## src/cli_pkg.sv

```systemverilog
// Package for the cubic interpolation line search block.
// Holds default widths, register reset values, codes and shared types.
package cli_pkg;

  localparam int DATA_WIDTH_DEF = 32;
  localparam int FRAC_BITS_DEF  = 16;
  localparam int CFG_W          = 31;
  localparam int CFG_ADDR_W     = 2;
  localparam int ITER_W         = 8;

  localparam logic [CFG_W-1:0]  TOL_RST   = 31'd66;
  localparam logic [CFG_W-1:0]  STEP_RST  = 31'd655360;
  localparam logic [ITER_W-1:0] MAXIT_RST = 8'd100;

  localparam logic [CFG_ADDR_W-1:0] CFG_TOL   = 2'd0;
  localparam logic [CFG_ADDR_W-1:0] CFG_STEP  = 2'd1;
  localparam logic [CFG_ADDR_W-1:0] CFG_MAXIT = 2'd2;

  localparam logic OP_START = 1'b0;
  localparam logic OP_EVAL  = 1'b1;

  typedef enum logic [1:0] {
    KIND_EVAL = 2'd0,
    KIND_CONV = 2'd1,
    KIND_FAIL = 2'd2
  } kind_t;

  typedef enum logic [1:0] {
    PH_IDLE,
    PH_FIT,
    PH_FINAL
  } phase_t;

  typedef enum logic [3:0] {
    ST_IDLE,
    ST_ADV,
    ST_FIN,
    ST_FAIL,
    ST_DIV1,
    ST_D1,
    ST_SQA,
    ST_SQB,
    ST_SQC,
    ST_SQRT,
    ST_DEN,
    ST_DIV2,
    ST_STEP,
    ST_UPD
  } state_t;

  // status of a multi-cycle arithmetic unit
  typedef struct packed {
    logic busy;
    logic done;
  } unit_stat_t;

endpackage

```

## src/cli_sqrt.sv

```systemverilog
// Bit-serial integer square root (floor), two radicand bits per cycle.
// Depends on cli_pkg.
module cli_sqrt import cli_pkg::*; #(
  parameter int W = DATA_WIDTH_DEF
) (
  input  logic           clk,
  input  logic           rst_n,
  input  logic           start,
  input  logic [2*W-1:0] rad,
  output logic [W-1:0]   root,
  output unit_stat_t     stat
);

  localparam int CNTW = $clog2(W + 1);

  logic [2*W-1:0]  v_r;
  logic [W:0]      rem_r;
  logic [W-1:0]    root_r;
  logic [CNTW-1:0] cnt_r;
  logic            busy_r;
  logic            done_r;

  logic [W+2:0]    shifted;
  logic [W+2:0]    trial;

  assign shifted = {rem_r, v_r[2*W-1:2*W-2]};
  assign trial   = shifted - {1'b0, root_r, 2'b01};

  always_ff @(posedge clk) begin
    if (!rst_n) begin
      busy_r <= 1'b0;
      done_r <= 1'b0;
      cnt_r  <= '0;
    end else begin
      done_r <= 1'b0;
      if (start) begin
        busy_r <= 1'b1;
        cnt_r  <= CNTW'(W);
      end else if (busy_r) begin
        cnt_r <= cnt_r - 1'b1;
        if (cnt_r == CNTW'(1)) begin
          busy_r <= 1'b0;
          done_r <= 1'b1;
        end
      end
    end
  end

  always_ff @(posedge clk) begin
    if (start) begin
      v_r    <= rad;
      rem_r  <= '0;
      root_r <= '0;
    end else if (busy_r) begin
      v_r    <= {v_r[2*W-3:0], 2'b00};
      rem_r  <= trial[W+2] ? shifted[W:0] : trial[W:0];
      root_r <= {root_r[W-2:0], ~trial[W+2]};
    end
  end

  assign root      = root_r;
  assign stat.busy = busy_r;
  assign stat.done = done_r;

endmodule

```

## config.mk

```make
export PLATFORM = sky130hd
export DESIGN_NAME = cli_sqrt
export DESIGN_NICKNAME = d
export VERILOG_FILES = /design/src/cli_pkg.sv /design/src/cli_sqrt.sv
export SDC_FILE = /design/constraint.sdc
export NUM_CORES = 1
export LEC_CHECK = 0
export ABC_AREA = 1
export BUFFER_PORTS_ARGS = -buffer_cell sky130_fd_sc_hd__buf_2
export CELL_PAD_IN_SITES_DETAIL_PLACEMENT = 1
export CELL_PAD_IN_SITES_GLOBAL_PLACEMENT = 2
export CORE_MARGIN = 2
export CORE_UTILIZATION = 33
export CTS_BUF_LIST = sky130_fd_sc_hd__clkbuf_16
export DETAILED_ROUTE_END_ITERATION = 8
export PLACE_DENSITY_LB_ADDON = 0.1
export SLEW_MARGIN = 20
export SYNTH_ARGS = -nofsm -noshare
export SYNTH_HDL_FRONTEND = slang
export SYNTH_SLANG_ARGS = --single-unit
```

## constraint.sdc

```tcl
create_clock -name clk -period 4.3 [get_ports clk]
set_input_delay 0.215 -clock clk [delete_from_list [all_inputs] [get_ports clk]]
set_output_delay 0.215 -clock clk [all_outputs]
set_load 0.03 [all_outputs]
```

==> out/metrics.csv <==
metric,value,unit
Num Clock Sinks,137,
CTS tree,built,
status,completed,
period utilisation layout,0.669,
Critical Path AT,3210,ps
final worst slack,1420,ps
filler instances,3191,
worst reg-to-reg path cell count,14,
ANT nets after route,0,
worst-case clock buffer depth,2,
die width,162,µm
Max-Cap Viols,0,
Crit. End Element,flop,
Post-synth top cells,"529 x nand2_1, 161 x inv_1, 91 x nand3_1, 73 x dfxtp_1, 64 x edfxtp_1",
critical setup path kind,flop to flop,
CTS Hold Buffers Added,0,
Core ar.,24400,µm²
setup violators final,0,
Worst Tran Pin Value,870,ps
number of DRC markers in iteration 0,346,
Critical Path Sink,rem_r[0],
drt drc,0,
initial antenna violation count,1,
final instance area,9560,µm²
most numerous cell in the Yosys netlist,nand2_1,
worst-path fanout max,24,
relative slew slack,0.420,
Num CTS Buffers,17,
multi-input logic area,4040,µm²
Placement Setup Slack,1450,ps
Final nets,1379,
Pleak,0.00505,µW
critical path's top delay family,simple AND/OR/NAND/NOR gates,
power per cell area,723,nW/µm²
diode count,0,
first-pass GRT wire length,41800,µm
Crit. path cell count,14,
Netlist cell types,37,
Pre-antenna DRT Iters,4,
startpoint types,flop,
Clock transition at path regs,70,ps
commonest register cell after synthesis,dfxtp_1,
Area after DPL,8990,µm²
WL final,25800,µm
Peak VDD IR,0.476,mV
"most used cell, CP",nand2_1,
GRT Overall Usage,0.204,
Cell Rows,57,
syn nets,1291,
Mapped Cells,1189,
Critical path buffers and inverters,1,
Hold Crit Class,input pin to flop,
Max Fclk,0.348,GHz
sequential fraction of the synthesis area,0.411,
dominant cell type by area after synthesis,nand2_1,
Layout Cells excl Fill,1614,
Starting Density,0.338,
DR vias/cell,4.69,
R2R setup slack,1420,ps
Die H,162,µm
Post-CTS Setup Bufs,0,
Vias,7576,
DIE AREA,26200,µm²
Post-synth EDFFs,64,
RR Startpoint,root[5],
Placed Instances,1582,
final RePlAce weighted congestion,0.824,
Period minus WS final,2880,ps
CTS HTree Levels,4,
Ports,101,
Final Max Slew Viols,0,
Syn Area/Cell,6.93,µm²
Post-Syn Area,8230,µm²
Synth area leaders,"nand2_1 24%, edfxtp_1 23%, dfxtp_1 18%",
share of the synthesized area in the top cell type,0.241,
Final Hold Viols,0,
crit path max-delay cell type,nand3_2,
CP Cell Sequence,inv_1 > ha_1 > nand2_1 > nand2_1 > a21oi_4 > nand3_2 > nand2_1 > nand2_2 > nand2_4 > nand3_2 > nand2_1 > nand2_1 > nand3_1 > nand2_1,
share of post-route cells with drive strength above 1,0.126,
setup TNS,0,ps
Clock Latency Late Sink,440,ps
post-CTS sizing,0,
# port buffers,100,
FF-to-FF End,rem_r[0],
Area Overhead vs Synth,16.1,%
Worst Skew,15.9,ps
pin count of the biggest net entering global routing,66,
CTS root buffer,clkbuf_16,
crit path from,root[5],
routed length per instance,16.0,µm
register area,3380,µm²
Ys Warns,0,
RSZ-0062 raised after global routing,no,
CP max stage delay,470,ps
DP HPWL,19000,µm
Synth async-reset ratio,0,
Seq cells post-synth,137,
Required @ worst endpoint,4630,ps
vias in the first global route,7893,
grt total ovfl,0,
## how the worst min path moves through the flow
stage,start,endpoint,slack (ps),cells after the start
after floorplan,rst_n,cnt_r[5],340,2
after global placement,rem_r[31],rem_r[31],450,2
after detailed placement,rem_r[31],rem_r[31],450,2
after CTS,rad[1],v_r[1],20,3
after global routing,rad[1],v_r[1],40,3
final,rad[1],v_r[1],40,3
## metal layers
metal	share of wire	track usage	routed length [µm]	vias to the layer above
met5	0.00050	0	13	-
met4	0.013	0.0471	339	2
met3	0.031	0.0375	787	26
met2	0.48	0.356	12400	108
met1	0.47	0.261	12200	3521
li1	-	-	-	3919
## sequential cells by signal, summed over array words and instances, names as in the netlist
name and count:
busy_r 1, cnt_r 6, done_r 1, rem_r 33, root 32, v_r 64
## kinds of logic after synthesis
kind of cell             Yosys count  synth area share
AND/OR/NAND/NOR                  726             0.365
AO/OA/AOI/OAI                     75            0.0559
flip-flops                       137             0.411
XOR/XNOR                          15            0.0160
adder cells (fa/ha/maj)           35            0.0532
buffers and inverters            201            0.0992
## cell type report
cell class	instances	share of cell area
clock buffers	17	0.0445
flip-flops and latches	137	0.354
multi-input cells	851	0.422
inverters	164	0.0648
repair buffers	106	0.0571
well taps	324	0.0424
clock inverters	15	0.0149
## metrics by stage
stage | hold slack [ps] | total power, µW | util
final | 35.9 | 6910 | 0.392
after global routing | 36.2 | 7570 | 0.392
after CTS | 24.0 | 6990 | 0.392
after detailed placement | 451 | 5450 | 0.369
after floorplan | 340 | 4440 | -
after global placement | 451 | 5450 | 0.369
## worst register-to-register path, cell delays in order, from the launching register on
cell,delay (ps)
dfxtp_1,320
inv_1,70
ha_1,360
nand2_1,100
nand2_1,130
a21oi_4,200
nand3_2,150
nand2_1,120
nand2_2,80
nand2_4,100
nand3_2,470
nand2_1,460
nand2_1,100
nand3_1,80
nand2_1,50
## cells in the final DEF, fill, tap and decap left out, types with 4 or more instances in the layout
cell,count
a21oi_1,25
buf_2,100
buf_4,6
clkbuf_16,17
clkinvlp_4,4
dfxtp_1,73
edfxtp_1,64
ha_1,35
inv_1,161
inv_6,6
nand2_1,529
nand2_2,5
nand2_4,4
nand3_1,91
nand4_1,10
nor2_1,57
nor2_2,4
nor3_1,10
o21ai_0,7
o21bai_1,6
o22ai_1,31
xor2_1,14
## where the power goes
group	switching [µW]	leakage (µW)	total [µW]	internal, µW
sequential	87.1	0.00125	1610	1520
combinational	2650	0.00353	3820	1170
clock	673	0.000270	1480	811
total	3410	0.00505	6910	3500
(Power assumes the default switching activity.)
