--- config.mk ---
export PLATFORM = sky130hd
export DESIGN_NAME = cli_div
export DESIGN_NICKNAME = d
export VERILOG_FILES = /design/src/cli_pkg.sv /design/src/cli_div.sv
export SDC_FILE = /design/constraint.sdc
export NUM_CORES = 1
export LEC_CHECK = 0
export BUFFER_PORTS_ARGS = -buffer_cell sky130_fd_sc_hd__buf_2
export CAP_MARGIN = 0
export CORE_MARGIN = 5
export CORE_UTILIZATION = 54
export CTS_CLUSTER_DIAMETER = 150
export DETAILED_ROUTE_END_ITERATION = 16
export GPL_TIMING_DRIVEN = 0
export PLACE_DENSITY = 0.79
export SLEW_MARGIN = 10
export SYNTH_ARGS = -nofsm -noshare
export SYNTH_HDL_FRONTEND = slang
export SYNTH_SLANG_ARGS = --single-unit
--- constraint.sdc ---
create_clock -name clk -period 3.9 [get_ports clk]
set_input_delay 0.78 -clock clk [delete_from_list [all_inputs] [get_ports clk]]
set_output_delay 0.78 -clock clk [all_outputs]
set_load 0.005 [all_outputs]
--- src/cli_pkg.sv ---
// Package for the cubic interpolation line search block.
// Holds default widths, register reset values, codes and shared types.
package cli_pkg;

  localparam int DATA_WIDTH_DEF = 32;
  localparam int FRAC_BITS_DEF  = 16;
  localparam int CFG_W          = 31;
  localparam int CFG_ADDR_W     = 2;
  localparam int ITER_W         = 8;

  localparam logic [CFG_W-1:0]  TOL_RST   = 31'd66;
  localparam logic [CFG_W-1:0]  STEP_RST  = 31'd655360;
  localparam logic [ITER_W-1:0] MAXIT_RST = 8'd100;

  localparam logic [CFG_ADDR_W-1:0] CFG_TOL   = 2'd0;
  localparam logic [CFG_ADDR_W-1:0] CFG_STEP  = 2'd1;
  localparam logic [CFG_ADDR_W-1:0] CFG_MAXIT = 2'd2;

  localparam logic OP_START = 1'b0;
  localparam logic OP_EVAL  = 1'b1;

  typedef enum logic [1:0] {
    KIND_EVAL = 2'd0,
    KIND_CONV = 2'd1,
    KIND_FAIL = 2'd2
  } kind_t;

  typedef enum logic [1:0] {
    PH_IDLE,
    PH_FIT,
    PH_FINAL
  } phase_t;

  typedef enum logic [3:0] {
    ST_IDLE,
    ST_ADV,
    ST_FIN,
    ST_FAIL,
    ST_DIV1,
    ST_D1,
    ST_SQA,
    ST_SQB,
    ST_SQC,
    ST_SQRT,
    ST_DEN,
    ST_DIV2,
    ST_STEP,
    ST_UPD
  } state_t;

  // status of a multi-cycle arithmetic unit
  typedef struct packed {
    logic busy;
    logic done;
  } unit_stat_t;

endpackage

--- src/cli_div.sv ---
// Restoring fixed-point divider: (num * 2^F) / den, truncated, saturated.
// One quotient bit per cycle. Depends on cli_pkg.
module cli_div import cli_pkg::*; #(
  parameter int W = DATA_WIDTH_DEF,
  parameter int F = FRAC_BITS_DEF
) (
  input  logic                  clk,
  input  logic                  rst_n,
  input  logic                  start,
  input  logic signed [W+2:0]   num,
  input  logic signed [W+2:0]   den,
  output logic signed [W-1:0]   quo,
  output unit_stat_t            stat
);

  localparam int NW   = W + 3;
  localparam int DW   = NW + F;
  localparam int CNTW = $clog2(DW + 1);

  logic [DW-1:0]   dvd_r;
  logic [NW-1:0]   rem_r;
  logic [NW-1:0]   ud_r;
  logic [W-1:0]    q_r;
  logic            ovf_r;
  logic            neg_r;
  logic [CNTW-1:0] cnt_r;
  logic            busy_r;
  logic            done_r;

  logic [NW-1:0]   un;
  logic [NW-1:0]   ud;
  logic [NW:0]     shifted;
  logic [NW:0]     trial;

  assign un      = num[NW-1] ? NW'(-num) : NW'(num);
  assign ud      = den[NW-1] ? NW'(-den) : NW'(den);
  assign shifted = {rem_r, dvd_r[DW-1]};
  assign trial   = shifted - {1'b0, ud_r};

  always_ff @(posedge clk) begin
    if (!rst_n) begin
      busy_r <= 1'b0;
      done_r <= 1'b0;
      cnt_r  <= '0;
    end else begin
      done_r <= 1'b0;
      if (start) begin
        busy_r <= 1'b1;
        cnt_r  <= CNTW'(DW);
      end else if (busy_r) begin
        cnt_r <= cnt_r - 1'b1;
        if (cnt_r == CNTW'(1)) begin
          busy_r <= 1'b0;
          done_r <= 1'b1;
        end
      end
    end
  end

  always_ff @(posedge clk) begin
    if (start) begin
      dvd_r <= {un, {F{1'b0}}};
      rem_r <= '0;
      ud_r  <= ud;
      q_r   <= '0;
      ovf_r <= 1'b0;
      neg_r <= num[NW-1] ^ den[NW-1];
    end else if (busy_r) begin
      dvd_r <= {dvd_r[DW-2:0], 1'b0};
      rem_r <= trial[NW] ? shifted[NW-1:0] : trial[NW-1:0];
      q_r   <= {q_r[W-2:0], ~trial[NW]};
      ovf_r <= ovf_r | q_r[W-1];
    end
  end

  always_comb begin
    if (neg_r) begin
      if (ovf_r || (q_r[W-1] && |q_r[W-2:0])) quo = {1'b1, {(W-1){1'b0}}};
      else                                      quo = -$signed(q_r);
    end else begin
      if (ovf_r || q_r[W-1]) quo = {1'b0, {(W-1){1'b1}}};
      else                   quo = $signed(q_r);
    end
  end

  assign stat.busy = busy_r;
  assign stat.done = done_r;

endmodule

==> results.md <==
- H-tree depth: 4
- Core Util, Final: 67.49%
- Hold Path Origin: rem_r[32]
- Clk slew on worst S/H paths: 0.07 ns
- Skew final: 0.01450 ns
- Synth-to-layout area growth: 23.55%
- Final slew viol count: 0
- Row Count: 49
- Worst setup startpoint: q_r[13]
- Num CTS Buffers: 17
- CTS Buffer Depth: 2
- Startpoint type of the worst setup path: flip-flop
- Worst slew margin: 29.68%
- Largest area contributor in the netlist: edfxtp_1
- Sink Count: around 150
- Area post-placement: 10,600 um2
- DR pass1 iterations: 5
- Largest net degree at the start of global routing: 42
- Post-route antenna net violation count: 0
- Max-cap violations: 0
- First-pass GRT wire length: 41,400 um
- Post-route clock period utilization: 113.1%
- CP arrival: 3.63 ns
- NumNets Final: approximately 1,400
- Failing checks: setup timing
- Fin Hold WS: 0.4904 ns
- Final Instance Area: 12,040 um2
- Clk_lat worst skew: 0.44 ns
- CP Capture Type: output port
- Buffers on Ports: 104
- Synth Flop Type: dfxtp_1
- CP max FO: 8
- Final WS setup: -0.5095 ns
- Unrepaired setup endpoints after global routing: yes
- Synthesized cell area: roughly 9700 um2
- FF+latch count, synth: about 150
- GRT overflow: 0
- Post-synth EDFFs: 71
- Avg Cell Area, Syn: 8.717 um2
- CTS tree: done
- Status: finished, violations left
- Peak supply drop: 321.6 uV
- Initial antenna violation count: 0
- Area contributors post-synth: edfxtp_1, dfxtp_1, mux2i_1, ha_1, nor2_1
- Post-synth top cells: nor2_1, nand2_1, o21ai_0
- Synth warn: 0
- Mapped Nets: about 1,200
- Top-area cell type share of the netlist area: 21.88%
- Via count: 9,017
- Vias in the first global route: 8,600
- Final hold vios: 0
- Reg2Reg Launch Point: dvd_r[50]
- Initial core utilization: 54.63%
- Die W: between 100 and 150 um
- WS Path Type: flip-flop to output port
- Tightest Pin Transition: ~1.1 ns
- Final GP Congestion: ~0.9
- Final setup TNS: -13.00 ns
- HPWL after DPL: approximately 17,000 um
- Die Area: 20,830 um2
- Die Y: approximately 140 um
- Fraction of layout cells with a size suffix above 1: 20.28%
- Fill cells: ~1,400
- DRC viols: 0
- HP Class: flip-flop to flip-flop
- Required time worst endpoint: about 3.1 ns
- Distinct cells, synth: 54
- Leak: between 4 and 5 nW
- Wirelength per Cell: 17.20 um
- Hold_buf cts: 0
- Core ar.: 17,840 um2
- DR iter-0 viols: 704
- Count leader, synth: nor2_1
- # diodes: 0
- FF+latch area: 3664 um2
- Routed WL: 26,000 um
- GR Util All Layers: about 24%
- I/O pin total: approximately 110
- Period minus WS final: 4.409 ns
- Place WS: -0.8701 ns
- Mapped Cells: 1,118
- Vias per cell: 5.968
- Power density cells: 369.0 nW/um2
- Clock Tree Root: clkbuf_16
- Setup-failing EPs final: 32
- Achievable Freq: 226.8 MHz
- Post-synth ARST share: 0%
- Register area share after synthesis: a little under two fifths
- Multi-input gate area: 6193 um2
-- layer usage --
metal | vias to the layer above | routed length (um) | track usage, %
met4 | 0 | 576 | 8.542
met2 | 341 | 12820 | 40.53
met3 | 61 | 1685 | 4.497
met1 | 4239 | 10920 | 32.12
met5 | - | 0 | 0
li1 | 4376 | - | -
-- flip-flops by register name, summed over array words and instances (netlist names) --
name and flops:
rem_r 35, q_r 32, dvd_r 35, busy_r 1, done_r 1, cnt_r 6
ud_r 35, neg_r 1, ovf_r 1
-- layout by cell type (no fill, tap or decap), types with 7 or more instances in the layout --
| master | Yosys | routed |
|---|---|---|
| nor2_1 | 132 | 132 |
| buf_2 | 1 | 104 |
| a21oi_1 | 76 | 75 |
| nand2_1 | 78 | 74 |
| dfxtp_1 | 76 | 72 |
| edfxtp_1 | 71 | 71 |
| o21ai_0 | 78 | 63 |
| mux2i_1 | 63 | 63 |
| inv_1 | 63 | 62 |
| xor2_1 | 53 | 53 |
| xnor2_1 | 51 | 50 |
| clkbuf_1 | 50 | 46 |
| ha_1 | 40 | 39 |
| a211oi_1 | 28 | 28 |
| buf_4 | 2 | 23 |
| o31ai_1 | 23 | 21 |
| clkbuf_16 | 0 | 19 |
| nor3_1 | 21 | 16 |
| a21o_1 | 15 | 15 |
| nand3_1 | 16 | 14 |
| or4_4 | 6 | 14 |
| o311ai_4 | 0 | 13 |
| or3_1 | 16 | 11 |
| o21bai_1 | 11 | 11 |
| or4_1 | 18 | 10 |
| o21ai_1 | 3 | 10 |
| nand4_1 | 8 | 8 |
| o311ai_2 | 0 | 8 |
| o21ai_2 | 0 | 7 |
| and2_1 | 7 | 7 |
| a31oi_1 | 7 | 7 |
| inv_6 | 0 | 7 |
-- area by class of cell --
class / instances / area share [%]
flip-flops and latches: 147 / 30.43
clock buffers: 18 / 3.564
plain buffers: 60 / 2.432
well taps: 229 / 2.380
multi-input cells: 847 / 51.44
inverters: 63 / 1.964
repair buffers: 133 / 6.672
clock inverters: 14 / 1.122
-- through the flow --
step	power [mW]	std cells
final	4.443	1511
after global routing	4.647	1511
after CTS	4.409	1501
after detailed placement	2.779	1451
after global placement	2.752	1451
after floorplan	2.515	1118
-- path summary, 6_finish.rpt --
path,to,cells after the start,slack (ns)
min reg2reg,rem_r[32],2,0.49
min,rem_r[32],2,0.49
max,quo[2],11,-0.51
max reg2reg,rem_r[34],14,0.29
-- kinds of logic (layout without fill, tap and decap cells) --
logic type,after synthesis,in the layout,synth area share (%)
AOI/OAI and AO/OA,292,292,19.18
xor gates and xnor gates,104,104,9.347
adders and majority gates,41,41,5.341
buffers and inverters,124,288,4.866
DFF,147,147,37.49
muxes,63,63,6.471
and+or+nand+nor,347,347,17.31
-- power by group --
part	internal [mW]	total [mW]	leakage [nW]	switching, mW
logic	0.425	1.04	3.33	0.617
clock network	0.848	1.59	0.280	0.742
registers	1.75	1.81	1.32	0.0590
total	3.03	4.44	4.93	1.42
-- timing repair --
action	CTS	global route
buffers inserted	16	10
cloned	3	0
resized for setup	114	32
pin swaps	23	10
setup endpoints to repair	72	66
-- worst max-delay path, cell delays in order, from the launching register on --
cell	delay, ns
dfxtp_4	0.34
or4_4	0.54
or3_4	0.36
nor3_4	0.19
nand4_1	0.21
or3_4	0.41
o21ai_4	0.15
and2b_2	0.26
nand2_8	0.11
clkbuf_16	0.21
o311ai_4	0.24
buf_2	0.18
Note: power is estimated with default switching activity, not from simulation.
